--- src/rtl/core/asa_pkg.sv ---
// Shared types and constants for the aligned stack allocator.
package asa_pkg;

   localparam int HEADER_BYTES     = 16;
   localparam int MAX_LIVE         = 64;
   localparam int OFFSET_BITS      = 32;
   localparam int ALIGN_CLAMP_LOG2 = 7;
   localparam int ADDR_W           = 32;
   localparam int CSR_INDEX_W      = 2;

   localparam int ALIGN_MAX = 1 << ALIGN_CLAMP_LOG2;
   localparam int PAD_W     = $clog2(2 * ALIGN_MAX + HEADER_BYTES);
   localparam int IDX_W     = $clog2(MAX_LIVE);
   localparam int LIVE_W    = $clog2(MAX_LIVE + 1);
   localparam int SUM_W     = ((OFFSET_BITS > ADDR_W) ? OFFSET_BITS : ADDR_W) + 2;

   localparam logic [CSR_INDEX_W-1:0] CSR_BUFFER_BASE = CSR_INDEX_W'(0);
   localparam logic [CSR_INDEX_W-1:0] CSR_BUFFER_SIZE = CSR_INDEX_W'(1);

   typedef enum logic [1:0] {
      OP_ALLOC  = 2'd0,
      OP_FREE   = 2'd1,
      OP_CLEAR  = 2'd2,
      OP_UNUSED = 2'd3
   } op_type;

   typedef enum logic [2:0] {
      ST_OK        = 3'd0,
      ST_NO_SPACE  = 3'd1,
      ST_FULL      = 3'd2,
      ST_IGNORED   = 3'd3,
      ST_RANGE     = 3'd4,
      ST_NOT_FOUND = 3'd5
   } status_type;

   typedef struct packed {
      op_type      op;
      logic [31:0] data_size;
      logic [3:0]  align_log2;
      logic [31:0] free_address;
   } req_type;

   typedef struct packed {
      status_type  status;
      logic [31:0] block_address;
      logic [31:0] used_bytes;
   } rsp_type;

   typedef struct packed {
      logic [OFFSET_BITS-1:0] start;
      logic [OFFSET_BITS-1:0] data;
   } record_type;

   typedef enum logic [2:0] {
      S_IDLE,
      S_ALLOC_PAD,
      S_ALLOC_FIT,
      S_FREE_CHECK,
      S_FREE_SCAN,
      S_CLEAR,
      S_IGNORE
   } state_type;

   typedef struct packed {
      logic       load;
      logic       alloc_commit;
      logic       free_start;
      logic       scan_next;
      logic       pop;
      logic       clear;
      logic       respond;
      status_type rsp_status;
   } ctrl_cmd_type;

   typedef struct packed {
      logic alloc_fits;
      logic live_full;
      logic live_empty;
      logic free_null;
      logic free_range;
      logic free_above;
      logic scan_hit;
      logic scan_last;
   } dp_status_type;

endpackage

--- src/rtl/core/asa_ram.sv ---
// Generic single-port-write, single-port-read RAM with registered read data.
module asa_ram #(
   parameter int WIDTH = 8,
   parameter int DEPTH = 16
) (
   input  logic                     clock,
   input  logic                     wr_en,
   input  logic [$clog2(DEPTH)-1:0] wr_addr,
   input  logic [WIDTH-1:0]         wr_data,
   input  logic                     rd_en,
   input  logic [$clog2(DEPTH)-1:0] rd_addr,
   output logic [WIDTH-1:0]         rd_data
);

   logic [WIDTH-1:0] mem_ff [DEPTH];
   logic [WIDTH-1:0] rd_data_ff;

   always_ff @(posedge clock) begin
      if (wr_en) begin
         mem_ff[wr_addr] <= wr_data;
      end
      if (rd_en) begin
         rd_data_ff <= mem_ff[rd_addr];
      end
   end

   assign rd_data = rd_data_ff;

endmodule

--- src/rtl/core/asa_dp.sv ---
// Datapath: config registers, stack top, record memory, padding and result registers.
module asa_dp (
   input  logic                           clock,
   input  logic                           reset,
   input  asa_pkg::req_type               req_item,
   input  logic                           csr_valid,
   output logic                           csr_ready,
   input  logic [asa_pkg::CSR_INDEX_W-1:0] csr_index,
   input  logic [31:0]                    csr_wdata,
   input  asa_pkg::ctrl_cmd_type          cmd,
   output asa_pkg::dp_status_type         sts,
   output logic                           rsp_valid,
   output asa_pkg::rsp_type               rsp_item
);
   import asa_pkg::*;

   logic [ADDR_W-1:0]      base_ff, base_in;
   logic [ADDR_W-1:0]      size_ff, size_in;
   logic [OFFSET_BITS-1:0] top_ff, top_in;
   logic [LIVE_W-1:0]      live_ff, live_in;
   logic [IDX_W-1:0]       ptr_ff, ptr_in;
   logic [PAD_W-1:0]       pad_ff, pad_in;
   req_type                req_ff, req_in;
   logic                   rsp_valid_ff, rsp_valid_in;
   rsp_type                rsp_ff, rsp_in;

   logic [ADDR_W-1:0]      cur;
   logic [2:0]             lg;
   logic [PAD_W-1:0]       a_mask;
   logic [PAD_W-1:0]       rem;
   logic [PAD_W-1:0]       pad0;
   logic [PAD_W-1:0]       need;
   logic [SUM_W-1:0]       fit_sum;
   logic [OFFSET_BITS-1:0] data_off;
   logic [ADDR_W-1:0]      blk_addr;
   logic [ADDR_W-1:0]      off;
   logic                   rd_en;
   logic [IDX_W-1:0]       rd_addr;
   record_type             wr_rec;
   logic [$bits(record_type)-1:0] rd_raw;
   record_type             rd_rec;

   assign csr_ready = 1'b1;

   always_comb begin
      base_in = base_ff;
      size_in = size_ff;
      if (csr_valid && csr_index == CSR_BUFFER_BASE) begin
         base_in = csr_wdata;
      end
      if (csr_valid && csr_index == CSR_BUFFER_SIZE) begin
         size_in = csr_wdata;
      end
   end

   assign req_in = cmd.load ? req_item : req_ff;

   // Padding: align the block address and leave header room in front of it.
   assign cur    = base_ff + ADDR_W'(top_ff);
   assign lg     = (req_ff.align_log2 > 4'(ALIGN_CLAMP_LOG2)) ? 3'(ALIGN_CLAMP_LOG2)
                                                             : req_ff.align_log2[2:0];
   assign a_mask = (PAD_W'(1) << lg) - PAD_W'(1);
   assign rem    = PAD_W'(cur[ALIGN_CLAMP_LOG2-1:0]) & a_mask;
   assign pad0   = (rem != '0) ? (a_mask + PAD_W'(1) - rem) : '0;
   assign need   = PAD_W'(HEADER_BYTES) - pad0;
   assign pad_in = (pad0 < PAD_W'(HEADER_BYTES)) ? (pad0 + ((need + a_mask) & ~a_mask))
                                                 : pad0;

   // Fit check against the buffer size and the offset range.
   assign fit_sum  = SUM_W'(top_ff) + SUM_W'(pad_ff) + SUM_W'(req_ff.data_size);
   assign data_off = top_ff + OFFSET_BITS'(pad_ff);
   assign blk_addr = base_ff + ADDR_W'(data_off);
   assign off      = req_ff.free_address - base_ff;

   assign rd_rec = record_type'(rd_raw);

   always_comb begin
      sts.alloc_fits = (fit_sum <= SUM_W'(size_ff)) &&
                       (fit_sum[SUM_W-1:OFFSET_BITS] == '0);
      sts.live_full  = live_ff >= LIVE_W'(MAX_LIVE);
      sts.live_empty = live_ff == '0;
      sts.free_null  = req_ff.free_address == '0;
      sts.free_range = off >= size_ff;
      sts.free_above = SUM_W'(off) >= SUM_W'(top_ff);
      sts.scan_hit   = SUM_W'(rd_rec.data) == SUM_W'(off);
      sts.scan_last  = ptr_ff == '0;
   end

   // Record memory: push on allocate, walk down from the top on a free.
   assign wr_rec.start = top_ff;
   assign wr_rec.data  = data_off;
   assign rd_en        = cmd.free_start || cmd.scan_next;
   assign rd_addr      = cmd.free_start ? IDX_W'(live_ff - LIVE_W'(1)) : (ptr_ff - IDX_W'(1));
   assign ptr_in       = rd_en ? rd_addr : ptr_ff;

   asa_ram #(
      .WIDTH ($bits(record_type)),
      .DEPTH (MAX_LIVE)
   ) u_rec_ram (
      .clock   (clock),
      .wr_en   (cmd.alloc_commit),
      .wr_addr (live_ff[IDX_W-1:0]),
      .wr_data (wr_rec),
      .rd_en   (rd_en),
      .rd_addr (rd_addr),
      .rd_data (rd_raw)
   );

   always_comb begin
      top_in  = top_ff;
      live_in = live_ff;
      if (cmd.clear) begin
         top_in  = '0;
         live_in = '0;
      end else if (cmd.alloc_commit) begin
         top_in  = fit_sum[OFFSET_BITS-1:0];
         live_in = live_ff + LIVE_W'(1);
      end else if (cmd.pop) begin
         top_in  = rd_rec.start;
         live_in = LIVE_W'(ptr_ff);
      end
   end

   always_comb begin
      rsp_valid_in         = cmd.respond;
      rsp_in.status        = cmd.rsp_status;
      rsp_in.block_address = cmd.alloc_commit ? blk_addr : '0;
      rsp_in.used_bytes    = 32'(top_in);
   end

   always_ff @(posedge clock) begin
      if (reset) begin
         base_ff      <= '0;
         size_ff      <= '0;
         top_ff       <= '0;
         live_ff      <= '0;
         rsp_valid_ff <= 1'b0;
      end else begin
         base_ff      <= base_in;
         size_ff      <= size_in;
         top_ff       <= top_in;
         live_ff      <= live_in;
         rsp_valid_ff <= rsp_valid_in;
      end
   end

   always_ff @(posedge clock) begin
      ptr_ff <= ptr_in;
      pad_ff <= pad_in;
      req_ff <= req_in;
      rsp_ff <= rsp_in;
   end

   assign rsp_valid = rsp_valid_ff;
   assign rsp_item  = rsp_ff;

`ifndef SYNTHESIS
   a_live_bound: assert property (@(posedge clock) disable iff (reset)
      live_ff <= LIVE_W'(MAX_LIVE))
      else $error("record count above capacity");

   a_rsp_single: assert property (@(posedge clock) disable iff (reset)
      rsp_valid_ff |=> !rsp_valid_ff)
      else $error("result strobe held two cycles");

   a_fail_addr_zero: assert property (@(posedge clock) disable iff (reset)
      (rsp_valid_ff && rsp_ff.status != ST_OK) |-> (rsp_ff.block_address == '0))
      else $error("failed step returned an address");
`endif

endmodule

--- src/rtl/core/asa_ctrl.sv ---
// Controller state machine: sequences allocate, free search and clear.
module asa_ctrl (
   input  logic                   clock,
   input  logic                   reset,
   input  logic                   start,
   input  asa_pkg::op_type        op,
   input  asa_pkg::dp_status_type sts,
   output asa_pkg::ctrl_cmd_type  cmd,
   output logic                   busy
);
   import asa_pkg::*;

   state_type state_ff, state_in;

   always_comb begin
      state_in = state_ff;
      case (state_ff)
         S_IDLE: begin
            if (start) begin
               case (op)
                  OP_ALLOC: state_in = S_ALLOC_PAD;
                  OP_FREE:  state_in = S_FREE_CHECK;
                  OP_CLEAR: state_in = S_CLEAR;
                  default:  state_in = S_IGNORE;
               endcase
            end
         end
         S_ALLOC_PAD: state_in = S_ALLOC_FIT;
         S_ALLOC_FIT: state_in = S_IDLE;
         S_FREE_CHECK: begin
            if (sts.free_null || sts.free_range || sts.free_above || sts.live_empty) begin
               state_in = S_IDLE;
            end else begin
               state_in = S_FREE_SCAN;
            end
         end
         S_FREE_SCAN: begin
            if (sts.scan_hit || sts.scan_last) begin
               state_in = S_IDLE;
            end
         end
         S_CLEAR:  state_in = S_IDLE;
         S_IGNORE: state_in = S_IDLE;
         default:  state_in = S_IDLE;
      endcase
   end

   always_comb begin
      cmd  = '0;
      cmd.rsp_status = ST_IGNORED;
      busy = state_ff != S_IDLE;
      case (state_ff)
         S_IDLE: begin
            cmd.load = start;
         end
         S_ALLOC_PAD: begin
         end
         S_ALLOC_FIT: begin
            cmd.respond = 1'b1;
            if (!sts.alloc_fits) begin
               cmd.rsp_status = ST_NO_SPACE;
            end else if (sts.live_full) begin
               cmd.rsp_status = ST_FULL;
            end else begin
               cmd.rsp_status   = ST_OK;
               cmd.alloc_commit = 1'b1;
            end
         end
         S_FREE_CHECK: begin
            if (sts.free_null) begin
               cmd.respond    = 1'b1;
               cmd.rsp_status = ST_IGNORED;
            end else if (sts.free_range) begin
               cmd.respond    = 1'b1;
               cmd.rsp_status = ST_RANGE;
            end else if (sts.free_above) begin
               cmd.respond    = 1'b1;
               cmd.rsp_status = ST_IGNORED;
            end else if (sts.live_empty) begin
               cmd.respond    = 1'b1;
               cmd.rsp_status = ST_NOT_FOUND;
            end else begin
               cmd.free_start = 1'b1;
            end
         end
         S_FREE_SCAN: begin
            // Compare the entry read last cycle, fetch the one below on a miss.
            if (sts.scan_hit) begin
               cmd.pop        = 1'b1;
               cmd.respond    = 1'b1;
               cmd.rsp_status = ST_OK;
            end else if (sts.scan_last) begin
               cmd.respond    = 1'b1;
               cmd.rsp_status = ST_NOT_FOUND;
            end else begin
               cmd.scan_next = 1'b1;
            end
         end
         S_CLEAR: begin
            cmd.clear      = 1'b1;
            cmd.respond    = 1'b1;
            cmd.rsp_status = ST_OK;
         end
         S_IGNORE: begin
            cmd.respond    = 1'b1;
            cmd.rsp_status = ST_IGNORED;
         end
         default: begin
         end
      endcase
   end

   always_ff @(posedge clock) begin
      if (reset) begin
         state_ff <= S_IDLE;
      end else begin
         state_ff <= state_in;
      end
   end

`ifndef SYNTHESIS
   a_accept_busy: assert property (@(posedge clock) disable iff (reset)
      (start && !busy) |=> busy)
      else $error("accepted beat did not raise busy");

   a_respond_idle: assert property (@(posedge clock) disable iff (reset)
      cmd.respond |=> (state_ff == S_IDLE))
      else $error("controller kept working after responding");

   a_commit_room: assert property (@(posedge clock) disable iff (reset)
      cmd.alloc_commit |-> !sts.live_full)
      else $error("record pushed onto a full stack");
`endif

endmodule

--- src/rtl/core/aligned_stack_allocator.sv ---
// Aligned stack allocator: bounded record stack over a configured byte buffer.
//
// Usage:
//   Command channel: drive req_item and raise start; the beat is taken at an edge
//   where start is high and busy is low. One result per command.
//   Result channel: rsp_valid is high for exactly one cycle with rsp_item; the
//   receiver cannot stall it, so capture it in that cycle.
//   Config channel: csr_valid with csr_index/csr_wdata, always ready. Index 0 is
//   buffer_base, index 1 is buffer_size; other indexes are dropped. Write only
//   while busy is low and no result is pending.
//   Steps from the accepting edge: clear, unused op and a free rejected by its
//   checks respond from one state; allocate passes S_ALLOC_PAD, S_ALLOC_FIT; a
//   searching free passes S_FREE_CHECK, then S_FREE_SCAN, which reads the record
//   RAM one entry per cycle from the top down, up to the live count (at most 64).
//   A new command may be accepted in the result cycle.
//   Reset: synchronous, active high; clears the stack, both config registers and
//   the controller. The record RAM needs no clearing pass.
module aligned_stack_allocator (
   input  logic                            clock,
   input  logic                            reset,
   input  logic                            start,
   output logic                            busy,
   input  asa_pkg::req_type                req_item,
   output logic                            rsp_valid,
   output asa_pkg::rsp_type                rsp_item,
   input  logic                            csr_valid,
   output logic                            csr_ready,
   input  logic [asa_pkg::CSR_INDEX_W-1:0] csr_index,
   input  logic [31:0]                     csr_wdata
);
   import asa_pkg::*;

   ctrl_cmd_type  cmd;
   dp_status_type sts;

   asa_ctrl u_ctrl (
      .clock (clock),
      .reset (reset),
      .start (start),
      .op    (req_item.op),
      .sts   (sts),
      .cmd   (cmd),
      .busy  (busy)
   );

   asa_dp u_dp (
      .clock     (clock),
      .reset     (reset),
      .req_item  (req_item),
      .csr_valid (csr_valid),
      .csr_ready (csr_ready),
      .csr_index (csr_index),
      .csr_wdata (csr_wdata),
      .cmd       (cmd),
      .sts       (sts),
      .rsp_valid (rsp_valid),
      .rsp_item  (rsp_item)
   );

endmodule

--- config.mk ---
export PLATFORM = sky130hd
export DESIGN_NAME = aligned_stack_allocator
export DESIGN_NICKNAME = d
export VERILOG_FILES = /design/src/rtl/core/asa_pkg.sv /design/src/rtl/core/asa_ram.sv /design/src/rtl/core/asa_dp.sv /design/src/rtl/core/asa_ctrl.sv /design/src/rtl/core/aligned_stack_allocator.sv
export SDC_FILE = /design/constraint.sdc
export NUM_CORES = 2
export LEC_CHECK = 0
export BUFFER_PORTS_ARGS = -buffer_cell sky130_fd_sc_hd__buf_2
export CAP_MARGIN = 5
export CORE_MARGIN = 10
export CORE_UTILIZATION = 42
export CTS_CLUSTER_DIAMETER = 40
export CTS_CLUSTER_SIZE = 30
export DETAILED_ROUTE_END_ITERATION = 7
export GPL_TIMING_DRIVEN = 0
export PLACE_DENSITY_LB_ADDON = 0.05
export SYNTH_ARGS = -nofsm -noshare
export SYNTH_HDL_FRONTEND = slang
export SYNTH_HIERARCHICAL = 1
export SYNTH_SLANG_ARGS = --single-unit
--- constraint.sdc ---
create_clock -name clock -period 13.3 [get_ports clock]
set_input_delay 0.665 -clock clock [delete_from_list [all_inputs] [get_ports clock]]
set_output_delay 0.665 -clock clock [all_outputs]
set_load 0.1 [all_outputs]
==> reports/qor.csv <==
metric;value;unit
status;finished, violations left;
violations;capacitance limit, slew limit;
drt_iter0_drc;12567;
critPathKind;reg2reg;
dieArea;447000;um2
period_share;96.1;%
clock_latency;1.08;ns
grt_use_total;27.2;%
synth_top_family_by_area;multiplexers;
dr.pass1.iters;6;
ys_async_sr_fraction;0;%
fin_nets;10537;
seq_area_frac_synth;74.1;%
die_h;668;um
power.density;175;nW/um2
p_leak;71.6;nW
post_cts_buffers;0;
tightest_slew;1.52;ns
final-setup-viol-count;0;
worstSetupEndpointType;flop;
min_path_type;in2reg;
vdd_ir_drop_max;147;uV
grt-ovfl-total;0;
p_sw;0.00996;W
p_total;0.0375;W
maxSlewViolCount;3;
drive_above_1_share;28.6;%
vias;98886;
synth-simple-area-share;3.04;%
cts_tree;done;
cts_max_level;6;
cts.clk_slew.worst_paths;0.05;ns
syn_area;176000;um2
wl;619;mm
ys_ff_latch;4417;
cap_violations;2;
period_needed;12.78;ns
floorplan.initialDensity;42.3;%
cpPeakStageDelay;1.04;ns
drc;0;
post-route-util;51.5;%
hold_ws;0.122;ns
avgSynthCellArea;19.9;um2
internal-power;0.0276;W
power_frac_seq;42.3;%
hold_viol;0;
timing.slew.headroom;-2.24;%
fin_tns_setup;0;ns
crit_required;13.96;ns
core-area;418000;um2
ys_types;87;
area_growth_syn_to_layout;21.7;%
dp.final_hpwl;445;mm
rows;237;
arrival;13.44;ns
postSynth.topFlopCell;edfxtp_1;
finalClockSkew;0.0887;ns
power_frac_clock;44.8;%
cp_slowest_cell;a31oi_1;
cp-start-kind;flop;
synth_edf_count;4234;
clockRootBuffer;clkbuf_16;
postRouteAntennaNets;0;
antenna_found_initial;58;
critPathMaxFanout;10;
synthAdderAreaFrac;2.02;%
grt_max_degree;71;
grt_pass1_vias;97557;
rsz0062_at_grt;no;
grt_pass1_wl;834;mm
die_w;668;um
port_buffers;176;
cts_buffer_depth;4;
viasPerCell;6.10;
switching_share;26.5;%
num_io_pins;178;
syn_inst;8871;
synth_compound_area_share;4.43;%
clock-sinks;4417;
globalplace.congestion;0.900;
yosys_warnings;6;
synth-xor-area-share;0.804;%
wl_per_cell;38.2;um
fmax;0.0783;GHz
cts_buffers;614;
synthMuxAreaShare;14.0;%
comb_power_share;13.0;%
state kept, by name, indices dropped and copies added (netlist names):
signal	count
u_dp/pad_ff	9
u_dp/base_ff	32
u_dp/rsp_valid	1
u_dp/ptr_ff	6
u_dp/live_ff	7
u_dp/req_ff	68
u_dp/u_rec_ram/rd_data	64
u_dp/top_ff	32
u_dp/rsp_item	67
u_dp/u_rec_ram/mem_ff	4096
u_ctrl/state_ff	3
u_dp/size_ff	32
logic make-up (layout without fill, tap and decap cells):
family,count (synthesis),count (layout)
buf+inv,642,2442
flops,4417,4417
fa+ha+maj,276,276
other cells,2,35
mux,1186,1186
simple gates,1087,1087
compound gates,1099,1099
xor+xnor,162,162
synthesized netlist by cell type (42+ instances only):
cell type  count  area share, %
a211oi_1      99           0.42
a21o_1        98           0.42
a21oi_1      208           0.59
a22o_1        90           0.45
a22oi_1      168           0.71
and3_1        81           0.29
buf_2        171           0.48
clkbuf_1     206           0.44
dfxtp_1      183            2.1
edfxtp_1    4234             72
ha_1         260            1.8
inv_1        193           0.41
mux2i_1      159           0.90
mux4_2      1024             13
nand2_1      277           0.59
nand3_1       86           0.24
nand4_1       42           0.15
nor2_1       279           0.59
nor2b_1       67           0.24
nor3_1        47           0.13
o21ai_0       71           0.20
o22ai_1       88           0.31
xnor2_1      103           0.51
xor2_1        59           0.29
worst paths after layout:
check,to,cells past startpoint,slack [ns],startpoint
min,u_dp/base_ff[0],4,0.12,csr_index[1]
min reg2reg,u_dp/size_ff[12],2,0.46,u_dp/size_ff[12]
max reg2reg,u_dp/u_rec_ram/rd_data[38],34,0.52,u_dp/base_ff[1]
max,u_dp/u_rec_ram/rd_data[38],34,0.52,u_dp/base_ff[1]
through the flow:
stage	instances	cell area [um2]	worst slack (ns)
floorplan	8872	176000	1.96
global placement	14545	184000	-9.33
detailed placement	14928	192000	0.134
CTS	16166	215000	0.120
global route	16171	215000	0.0328
finish	16201	215000	0.522
layout by cell type (no fill, tap or decap), types with 39 or more instances in the layout:
cell	instances
nand3_1	86
nand4_1	42
ha_1	259
a21oi_1	208
inv_1	193
clkbuf_16	624
xnor2_1	75
o22ai_1	88
buf_8	58
a21o_1	98
clkinv_1	65
buf_4	42
edfxtp_1	4234
bufinv_16	81
nand2_1	275
clkbuf_1	255
buf_2	350
clkinvlp_4	66
buf_16	49
buf_6	69
a22oi_1	168
or3_1	39
mux2i_1	157
xor2_1	56
clkinv_4	50
nor3_1	45
dfxtp_1	151
and3_1	81
dlygate4sd3_1	103
o221ai_1	39
nor2b_1	67
nor2_1	216
mux4_2	1024
a211oi_1	73
nor2_4	62
buf_12	209
inv_6	73
a22o_1	90
o21ai_0	71
clkinv_2	73
repair_timing:
item | in CTS | in global routing
hold buffers | 103 | 0
resized for setup | 0 | 6
setup endpoints to repair | 0 | 4
endpoints found under the hold margin | 135 | 0
area by class of cell:
class / instances / area, um2
fill: 33360 / 203000
sequential: 4417 / 131000
multi-input combinational: 3813 / 43800
clock buffer: 681 / 15800
timing repair buffer: 665 / 9070
tap: 5497 / 6880
clock inverter: 454 / 5410
buffer: 449 / 2090
inverter: 193 / 724
antenna: 32 / 80.1
power groups by stage:
stage                     Clock (W)  Combinational (W)  Sequential, W
after floorplan                   0            0.00232         0.0162
after global placement            0            0.00429         0.0164
after detailed placement          0            0.00477         0.0161
after CTS                    0.0171            0.00482         0.0159
after global routing         0.0177            0.00508         0.0159
final                        0.0168            0.00486         0.0159
worst max-delay path: cells and delay by family (launching register included):
kind	cells	cell delay, ns
AO/OA/AOI/OAI	14	5.11
XOR/XNOR	2	1.41
adder cells (fa/ha/maj)	2	0.69
buffers and inverters	5	2.76
flip-flops	1	0.48
multiplexers	1	0.42
AND/OR/NAND/NOR	10	1.49
routing by layer:
layer | part of all wire, % | track usage (%)
met3 | 8.3 | 4.83
met1 | 40 | 37.7
met2 | 47 | 43.1
met5 | 0.013 | 0
met4 | 4.6 | 11.0
Note: power is estimated with default switching activity, not from simulation.
